### config.mk
export PLATFORM = sky130hd
export DESIGN_NAME = ppm_frame_decoder_top
export DESIGN_NICKNAME = d
export VERILOG_FILES = /design/src/rtl/ppmfd_pkg.sv /design/src/rtl/ppm_frame_decoder_top.sv
export SDC_FILE = /design/constraint.sdc
export NUM_CORES = 1
export LEC_CHECK = 0
export BUFFER_PORTS_ARGS = -buffer_cell sky130_fd_sc_hd__clkbuf_2
export CAP_MARGIN = 20
export CORE_MARGIN = 2
export CORE_UTILIZATION = 45
export CTS_CLUSTER_DIAMETER = 150
export DETAILED_ROUTE_END_ITERATION = 10
export PLACE_DENSITY = 0.67
export SETUP_SLACK_MARGIN = 0.15
export SLEW_MARGIN = 0
export SYNTH_ARGS = -nofsm -noshare
export SYNTH_HDL_FRONTEND = slang
export SYNTH_SLANG_ARGS = --single-unit
export TNS_END_PERCENT = 1
### constraint.sdc
create_clock -name i_clk -period 8 [get_ports i_clk]
set_clock_uncertainty 0.15 [all_clocks]
set_input_delay 0 -clock i_clk [delete_from_list [all_inputs] [get_ports i_clk]]
set_output_delay 0 -clock i_clk [all_outputs]
set_load 0.01 [all_outputs]
### src/rtl/ppmfd_pkg.sv
// shared constants for the ppm frame decoder
package ppmfd_pkg;

    // channel count default, legal range 1 to 15
    localparam int NUM_CHANNELS_DEF = 8;

    localparam int TIME_W   = 16;
    localparam int CHAN_W   = 4;
    localparam int MODE_W   = 2;
    localparam int APB_ADDR_W = 4;
    localparam int APB_DATA_W = 32;

    // transaction modes
    localparam logic [MODE_W-1:0] MODE_CAPTURE = 2'd0;
    localparam logic [MODE_W-1:0] MODE_TICK    = 2'd1;
    localparam logic [MODE_W-1:0] MODE_READ    = 2'd2;

    // register indexes (byte address = 4 * index)
    localparam logic [1:0] REG_SYNC_THRESHOLD = 2'd0;
    localparam logic [1:0] REG_PULSE_MIN      = 2'd1;
    localparam logic [1:0] REG_PULSE_MAX      = 2'd2;

    // register reset values
    localparam logic [TIME_W-1:0] SYNC_THRESHOLD_RST = 16'd8000;
    localparam logic [TIME_W-1:0] PULSE_MIN_RST      = 16'd750;
    localparam logic [TIME_W-1:0] PULSE_MAX_RST      = 16'd2500;

endpackage

### src/rtl/ppm_frame_decoder_top.sv
// ppm frame decoder: interval capture, slot store, supervisor and channel reads
// reads: a read transaction accepted into the input register is loaded into the output
//   register once that register has room, and its result is shown from there
// throughput: one transaction per cycle; only a read waiting on a stalled output
//   register holds the input register, everything else retires without waiting
// reset: synchronous active-low; clears config to defaults, all channel state,
//   and both valid flags
module ppm_frame_decoder_top
    import ppmfd_pkg::*;
#(
    parameter int NUM_CHANNELS = NUM_CHANNELS_DEF
) (
    input  logic                  i_clk,
    input  logic                  i_rst_n,
    // apb configuration port
    input  logic                  psel,
    input  logic                  penable,
    input  logic                  pwrite,
    input  logic [APB_ADDR_W-1:0] paddr,
    input  logic [APB_DATA_W-1:0] pwdata,
    output logic [APB_DATA_W-1:0] prdata,
    output logic                  pready,
    // input channel
    input  logic                  i_in_valid,
    output logic                  o_in_stall,
    input  logic [MODE_W-1:0]     i_mode,
    input  logic [TIME_W-1:0]     i_capture_time,
    input  logic [CHAN_W-1:0]     i_channel,
    // result channel
    output logic                  o_out_valid,
    input  logic                  i_out_stall,
    output logic [TIME_W-1:0]     o_channel_width,
    output logic                  o_read_error
);

    // ---------------------------------------------------------------
    // configuration registers
    // ---------------------------------------------------------------
    logic [TIME_W-1:0] r_sync_threshold;
    logic [TIME_W-1:0] r_pulse_min;
    logic [TIME_W-1:0] r_pulse_max;
    logic              w_cfg_wr;
    logic [1:0]        w_cfg_idx;

    assign pready    = 1'b1;
    assign w_cfg_wr  = psel && penable && pwrite;
    assign w_cfg_idx = paddr[APB_ADDR_W-1:2];

    always_ff @(posedge i_clk) begin
        if (!i_rst_n) begin
            r_sync_threshold <= SYNC_THRESHOLD_RST;
            r_pulse_min      <= PULSE_MIN_RST;
            r_pulse_max      <= PULSE_MAX_RST;
        end else if (w_cfg_wr) begin
            unique case (w_cfg_idx)
                REG_SYNC_THRESHOLD: r_sync_threshold <= pwdata[TIME_W-1:0];
                REG_PULSE_MIN:      r_pulse_min      <= pwdata[TIME_W-1:0];
                REG_PULSE_MAX:      r_pulse_max      <= pwdata[TIME_W-1:0];
                default: ;  // unmapped address, write dropped
            endcase
        end
    end

    // read data: registers zero-extended, unmapped reads as zero
    always_comb begin
        unique case (w_cfg_idx)
            REG_SYNC_THRESHOLD: prdata = {{(APB_DATA_W-TIME_W){1'b0}}, r_sync_threshold};
            REG_PULSE_MIN:      prdata = {{(APB_DATA_W-TIME_W){1'b0}}, r_pulse_min};
            REG_PULSE_MAX:      prdata = {{(APB_DATA_W-TIME_W){1'b0}}, r_pulse_max};
            default:            prdata = '0;
        endcase
    end

    // ---------------------------------------------------------------
    // input register
    // ---------------------------------------------------------------
    logic              r_in_valid;
    logic [MODE_W-1:0] r_mode;
    logic [TIME_W-1:0] r_capture_time;
    logic [CHAN_W-1:0] r_channel;

    // ---------------------------------------------------------------
    // decoder state
    // ---------------------------------------------------------------
    logic [TIME_W-1:0]       r_last_timestamp, n_last_timestamp;
    logic [CHAN_W-1:0]       r_slot_index,     n_slot_index;
    logic [TIME_W-1:0]       r_width_store [NUM_CHANNELS];
    logic [TIME_W-1:0]       n_width_store [NUM_CHANNELS];
    logic [NUM_CHANNELS-1:0] r_updated,        n_updated;
    logic                    r_phase,          n_phase;

    // output register
    logic              r_out_valid,     n_out_valid;
    logic [TIME_W-1:0] r_channel_width, n_channel_width;
    logic              r_read_error,    n_read_error;

    logic              w_out_free;
    logic              w_advance;
    logic              w_load_out;
    logic [TIME_W-1:0] w_gap;
    logic              w_sync_gap;
    logic              w_pulse_ok;
    logic              w_slot_free;

    // output register can take a new result when empty or draining this cycle
    assign w_out_free = !r_out_valid || !i_out_stall;
    // only a read needs room at the output; other modes always retire
    assign w_advance  = r_in_valid && ((r_mode != MODE_READ) || w_out_free);
    assign o_in_stall = r_in_valid && !w_advance;
    assign w_load_out = w_advance && (r_mode == MODE_READ);

    // interval with timer wrap: no increase means 0xffff - prev + now,
    // which never exceeds 16 bits so plain modulo arithmetic is exact
    assign w_gap = (r_capture_time > r_last_timestamp)
                 ? (r_capture_time - r_last_timestamp)
                 : (~r_last_timestamp + r_capture_time);

    assign w_sync_gap  = w_gap > r_sync_threshold;
    assign w_pulse_ok  = (w_gap > r_pulse_min) && (w_gap < r_pulse_max);
    assign w_slot_free = r_slot_index < CHAN_W'(NUM_CHANNELS);

    always_comb begin
        n_last_timestamp = r_last_timestamp;
        n_slot_index     = r_slot_index;
        n_width_store    = r_width_store;
        n_updated        = r_updated;
        n_phase          = r_phase;
        n_channel_width  = r_channel_width;
        n_read_error     = r_read_error;
        n_out_valid      = r_out_valid && i_out_stall;

        if (w_advance) begin
            unique case (r_mode)
                MODE_CAPTURE: begin
                    n_last_timestamp = r_capture_time;
                    if (w_sync_gap) begin
                        // frame sync gap restarts the slot sequence
                        n_slot_index = '0;
                    end else if (w_pulse_ok && w_slot_free) begin
                        for (int i = 0; i < NUM_CHANNELS; i++) begin
                            if (r_slot_index == CHAN_W'(i)) begin
                                n_width_store[i] = w_gap;
                                n_updated[i]     = 1'b1;
                            end
                        end
                        n_slot_index = r_slot_index + 1'b1;
                    end
                end
                MODE_TICK: begin
                    if (!r_phase) begin
                        // even tick: open a new observation window
                        n_updated = '0;
                    end else begin
                        // odd tick: drop channels not refreshed in the window
                        for (int i = 0; i < NUM_CHANNELS; i++) begin
                            if (!r_updated[i]) begin
                                n_width_store[i] = '0;
                            end
                        end
                    end
                    n_phase = !r_phase;
                end
                MODE_READ: begin
                    // out-of-range channel matches no entry and reads as zero
                    n_channel_width = '0;
                    for (int i = 0; i < NUM_CHANNELS; i++) begin
                        if (r_channel == CHAN_W'(i)) begin
                            n_channel_width = r_width_store[i];
                        end
                    end
                    n_read_error = r_channel >= CHAN_W'(NUM_CHANNELS);
                    n_out_valid  = 1'b1;
                end
                default: ;  // unused mode, no effect
            endcase
        end
    end

    // control and channel state
    always_ff @(posedge i_clk) begin
        if (!i_rst_n) begin
            r_in_valid       <= 1'b0;
            r_out_valid      <= 1'b0;
            r_last_timestamp <= '0;
            r_slot_index     <= '0;
            r_updated        <= '0;
            r_phase          <= 1'b0;
            for (int i = 0; i < NUM_CHANNELS; i++) begin
                r_width_store[i] <= '0;
            end
        end else begin
            if (!o_in_stall) begin
                r_in_valid <= i_in_valid;
            end
            r_out_valid      <= n_out_valid;
            r_last_timestamp <= n_last_timestamp;
            r_slot_index     <= n_slot_index;
            r_updated        <= n_updated;
            r_phase          <= n_phase;
            r_width_store    <= n_width_store;
        end
    end

    // payload registers, no reset
    always_ff @(posedge i_clk) begin
        if (i_in_valid && !o_in_stall) begin
            r_mode         <= i_mode;
            r_capture_time <= i_capture_time;
            r_channel      <= i_channel;
        end
        if (w_load_out) begin
            r_channel_width <= n_channel_width;
            r_read_error    <= n_read_error;
        end
    end

    assign o_out_valid     = r_out_valid;
    assign o_channel_width = r_channel_width;
    assign o_read_error    = r_read_error;

endmodule

Yosys cells after proc, flatten, opt, wreduce, memory -nomap -nowiden
Cells that the tools add are included.
{ "word_totals": {"register_bits": 246, "in_bits": 65, "out_inout_bits": 52, "wordCells": 169} }
{ "classes": {"n_reduce_logical": 45, "magnitude_cmp": 6, "add_sub_neg": 3, "n_eq_ne": 39, "n_bitwise": 1, "muxes": 46} }
{ "ops": {"columns": ["op", "n"], "rows": [
  ["16-bit 2-to-1 mux", 25],
  ["128-bit 2-to-1 mux", 3],
  ["128-bit case mux with 2 select lines", 1],
  ["7-bit AND reduction", 8],
  ["16-bit greater-than comparator", 3],
  ["16-bit case mux with 3 select lines", 1],
  ["6-bit AND reduction", 8],
  ["2-bit != test, second input constant", 21],
  ["4-bit by 3-bit == test with 1-bit output, second input constant", 8],
  ["8-bit 2-to-1 mux", 3],
  ["16-bit adder", 1],
  ["4-bit by 2-bit == test with 1-bit output, second input constant", 4],
  ["16-bit less-than comparator", 1],
  ["16-bit inverter", 1],
  ["8-bit case mux with 2 select lines", 1],
  ["16-bit subtractor", 1],
  ["1-bit 2-to-1 mux", 10],
  ["2-bit AND reduction", 5],
  ["1-bit logical AND", 9],
  ["4-bit by 1-bit == test with 1-bit output, second input constant", 2],
  ["4-bit zero test", 2],
  ["4-bit 2-to-1 mux", 2],
  ["3-bit AND reduction", 2],
  ["1-bit zero test", 5],
  ["8 further kinds", 13]
]} }

Depth between registers and ports, before layout
{ "depth": {"ltp_word": 9, "mapped_depth": 27, "depth_no_buf": 23} }

Worst setup path after synthesis
OpenSTA, ideal clock, no wires.
{ "synth_timing": {"path_kind": "reg2reg", "startpoint": "register r_capture_time[0]", "endpoint": "register r_width_store[121] in the netlist's numbering", "synth_period_minus_slack_ns": 5.268, "arrival_ns": 5.046, "t_required_ns": 7.778, "setup_ns": 0.072, "slack_ns": 2.732, "path_stages_with_launch": 27, "n_path_buf": 4, "path_cell_list": "edfxtp_1 -> inv_1 -> ha_1 -> inv_1 -> fa_1 -> nand3_1 -> a21oi_1 -> o21ai_0 -> a21oi_1 -> mux2i_1 -> a21oi_1 -> a21boi_1 -> buf_4 -> xnor2_1 -> ha_1 -> nand4_1 -> nor4_1 -> o21ai_0 -> a41oi_1 -> nor2_1 -> a32oi_2 -> buf_6 -> or2_1 -> buf_2 -> buf_2 -> nand3_1 -> o21ai_1"} }
{ "synth_via": {"elab_chain_len": 7, "word_cells_on_any_way": 16, "classes_between": "add/sub: 2; order compare: 4; eq/ne: 2; mux: 5; reduce/logical: 3"} }
{ "synth_rtl": {"columns": ["element", "line", "text"], "rows": [
  ["start, declared", "ppm_frame_decoder_top.sv:79", "logic [TIME_W-1:0] r_capture_time;"],
  ["start signal, assigned", "ppm_frame_decoder_top.sv:208", "r_capture_time <= i_capture_time;"],
  ["16-bit adder, or another cell as far along", "ppm_frame_decoder_top.sv:116", ": (~r_last_timestamp + r_capture_time);"],
  ["16-bit 2-to-1 mux (*)", "ppm_frame_decoder_top.sv:115", "? (r_capture_time - r_last_timestamp)"],
  ["16-bit greater-than comparator or 16-bit less-than comparator (tied branches)", "ppm_frame_decoder_top.sv:119", "assign w_pulse_ok = (w_gap > r_pulse_min) && (w_gap < r_pulse_max);"],
  ["1-bit logical AND", "ppm_frame_decoder_top.sv:119", null],
  ["1-bit logical AND", "ppm_frame_decoder_top.sv:139", "end else if (w_pulse_ok && w_slot_free) begin"],
  ["2-bit != test (no source line)", null, null],
  ["7-bit AND reduction (no source line)", null, null],
  ["end signal, assigned", "ppm_frame_decoder_top.sv:200", "r_width_store <= n_width_store;"],
  ["end, declared", "ppm_frame_decoder_top.sv:87", "logic [TIME_W-1:0] r_width_store [NUM_CHANNELS];"]
]} }
Mark *: on every way between the ends. The rest lies on a longest branch, timed or not. The select of a mux whose other input is x is not followed.
A chain may end at the register's enable or synchronous reset.

Worst setup path after layout
{ "layout_timing": {"startpoint": "register r_capture_time[10]", "endpoint": "register r_width_store[47] in the netlist's numbering"} }
Same word-level chain as after synthesis.

==> results by group <==
Outcome
  – Status: completed

Clocking
  – Deepest clock path buffer count: 3
  – # H-tree levels: 1
  – Setup Fix Bufs, Post-CTS: 0
  – Worst skew pair latency: 0.56 ns
  – Num CTS Buffers: 28
  – CTS tree: yes
  – Clock root buffer: clkbuf_16
  – Post_cts resized: 0
  – Clock Pin Slew Worst Setup and Hold Paths: 0.06 ns
  – Clock sinks: 246

STA
  – Unrepaired setup endpoints after global routing: false
  – Slew HR: 32.5%
  – # setup viols final: 0
  – FMAX: 143 MHz
  – Pins Over Slew Limit: 0
  – Setup TNS: 0 ns
  – Final period util: 87.6%
  – Count of final hold-check violations: 0
  – Worst-margin pin slew: 1.01 ns
  – Final Critical Period: 7.01 ns

GRT
  – Total grt overflow: 0
  – First-pass GRT wire length: 57200 µm
  – Number of global-route vias before repair: 10.8k
  – Initial antenna violation count: 0
  – GRT Total Usage: 23.3%
  – Largest net degree at the start of global routing: 107

Floorplanning
  – Die Ht: 173 µm
  – Io pins: 117
  – DIE WIDTH: 173 µm
  – FP Rows: 61
  – Starting density of the core: 46.0%
  – Total Die Area: 30000 µm²
  – Core area: 28000 µm²

Synth
  – Top cells by area, synth: dfxtp_1 (32%), edfxtp_1 (9.1%), nand2_1 (7.9%)
  – Synth Flop Type: dfxtp_1
  – Yosys warning count: 0
  – Cell variety after synth: 68
  – Number of flops mapped to enable cells by yosys: 39
  – Synthesized area: 12900 µm²
  – Count of state elements after synthesis: 246
  – Cell count after synthesis: 1515
  – Ys async rst share: 0%
  – Syn_area_per_cell: 8.50 µm²
  – Synth area leader: dfxtp_1
  – Seq/Total Area, Yosys: 41.3%
  – Top-area cell type share of the netlist area: 32.2%

Drt
  – DR WL/cell: 17.8 µm
  – DRT Wirelength: 35600 µm
  – DRC Markers: 0
  – Initial DRC count: 1034
  – Routed vias: 11.4k
  – Post-DRT Antenna Nets: 0
  – Vias per cell: 5.68
  – DRT Pass-1 Iters: 6

Worst setup path
  – Crit Path Class: reg -> reg
  – RR Startpoint: r_capture_time[10]
  – Worst path arrival time: 7.29 ns
  – CP required: 8.28 ns
  – R2R cell count: 20
  – Crit path capture: r_width_store[47]
  – CP startpoint: r_capture_time[10]
  – CP Max Fanout: 26
  – R2r endpoint: r_width_store[47]
  – Nature of the critical path endpoint: flip-flop
  – CP Launch Type: flip-flop
  – R2R setup slack: 0.99 ns

Layout
  – Final core utilization: 53.6%
  – Register area: 5320 µm²
  – Number of fillers in the final layout: 2599
  – Area of the multi-input gates: 6770 µm²
  – # diodes: 0
  – Area growth, synth to finish: 16.6%
  – Fin area: 15000 µm²
  – Final net count: 1737
  – Fraction of layout cells with a size suffix above 1: 12.0%

Pwr
  – Pwr/cell area: 197 nW/µm²
  – VDD IR max: 0.141 mV
  – Pwr Total: 0.00296 W
  – Pleak: 5.61 nW

Place
  – Hpwl dp: 23000 µm
  – Gpl congestion: 0.900
  – Dpl cell area: 13500 µm²
  – PortBufs: 81

Min path
  – Hold_sp: i_channel[3]
  – Type of the tightest min-delay check: in -> reg

Flow run
  – Max-Cap Viols: 0
## routing by layer
metal / GRT usage (%) / vias to the layer above / part of all wire [%]
met5: 0 / - / 0
met4: 6.89 / 0 / 2.3
met3: 2.90 / 69 / 6.6
met2: 38.3 / 420 / 45
met1: 32.2 / 5309 / 46
li1: - / 5559 / -
## cells by family after synthesis
family,count (synthesis),share of synthesized area (%)
AO/OA/AOI/OAI,398,21.8
XOR/XNOR,13,0.884
buffers and inverters,200,6.94
flip-flops,246,41.3
adder cells (fa/ha/maj),70,6.92
AND/OR/NAND/NOR,558,19.9
other,2,0.0583
multiplexers,28,2.24
## area by class of cell
type,count,share of cell area [%]
repair buffers,170,8.32
clock inverters,9,0.400
clock buffers,42,5.77
multi-input cells,1084,45.1
well taps,378,3.15
flip-flops and latches,246,35.4
inverters,72,1.80
## through the flow
step	std cells	worst slack, ns	hold WS (ns)
finish	2001	0.993	0.00885
global route	2001	0.360	0.0114
floorplan	1530	2.73	-0.0511
CTS	1998	1.12	0.000324
detailed placement	1889	1.15	0.0286
global placement	1889	1.39	0.0269
## flip-flops by register name (all words and copies together) (netlist names), 2 cells and up
| name | cells |
|---|---|
| r_width_store | 128 |
| o_channel_width | 16 |
| r_capture_time | 16 |
| r_last_timestamp | 16 |
| r_pulse_max | 16 |
| r_pulse_min | 16 |
| r_sync_threshold | 16 |
| r_updated | 8 |
| r_channel | 4 |
| r_slot_index | 4 |
| r_mode | 2 |
## worst min path at each step
| stage | end | slack, ns | cells past startpoint |
|---|---|---|---|
| 6_report | r_channel[3] | 0.009 | 2 |
| 3_5_place_dp | r_capture_time[13] | 0.03 | 1 |
| 4_1_cts | r_capture_time[3] | 0.0003 | 2 |
| 3_3_place_gp | r_capture_time[11] | 0.03 | 1 |
| 5_1_grt | r_channel[3] | 0.01 | 2 |
| 2_1_floorplan | r_capture_time[0] | -0.05 | 0 |
## cells in the final DEF (no fill, tap or decap), types with 12 or more instances in the layout
master	instances
nand2b_1	14
a21oi_1	45
o211ai_1	23
dfxtp_1	207
a21boi_0	83
mux2i_1	22
nor2_1	43
buf_4	30
nand2_1	272
o311ai_0	19
a22oi_1	36
nor2b_1	12
edfxtp_1	39
clkbuf_16	30
inv_1	72
nand3_1	107
ha_1	68
dlygate4sd3_1	58
nand4_1	44
and3_1	16
conb_1	17
o21ai_0	73
clkbuf_2	80
## synth_stat cells, drive strengths merged, types with 8 or more instances
| library cell | number |
|---|---|
| o21ai | 83 |
| mux2i | 22 |
| nand3 | 107 |
| inv | 72 |
| dfxtp | 207 |
| o211ai | 23 |
| a21oi | 49 |
| xnor2 | 8 |
| and3 | 16 |
| clkbuf | 67 |
| nand4 | 44 |
| and2 | 8 |
| a31o | 8 |
| nor2b | 13 |
| ha | 68 |
| nand2 | 272 |
| buf | 61 |
| o21a | 8 |
| edfxtp | 39 |
| o311ai | 32 |
| a21boi | 91 |
| nor2 | 47 |
| a22oi | 36 |
| nand2b | 14 |
| nor3 | 13 |
| a211oi | 8 |
| or2 | 11 |
## power by group
| part | total (W) | leakage, nW | switching (W) | internal (W) |
|---|---|---|---|---|
| Combinational | 0.000397 | 3.11 | 0.000251 | 0.000146 |
| Clock | 0.00127 | 0.464 | 0.000524 | 0.000746 |
| Sequential | 0.00129 | 2.04 | 0.0000158 | 0.00128 |
## worst max-delay path: stages (launching register included)
cell and delay (ns):
edfxtp_1 0.41, ha_1 0.64, nand4_1 0.30, nor4_1 0.63, a21oi_1 0.23, mux2i_1 0.22
a21oi_1 0.34, a21boi_1 0.13, buf_4 0.21, xnor2_1 0.45, ha_1 0.21, nand4_1 0.16
nor4_1 0.46, o21ai_0 0.19, a41oi_1 0.53, nor2_1 0.15, a32oi_2 0.65, or2_1 0.19
buf_4 0.31, nand3_1 0.12, o311ai_0 0.15
## timing repair
action	4_1_cts	5_1_grt
hold buffers	58	0
hold endpoints to repair	126	0
endpoints found under the setup margin	0	0
Power figures use the tool's default switching activity.
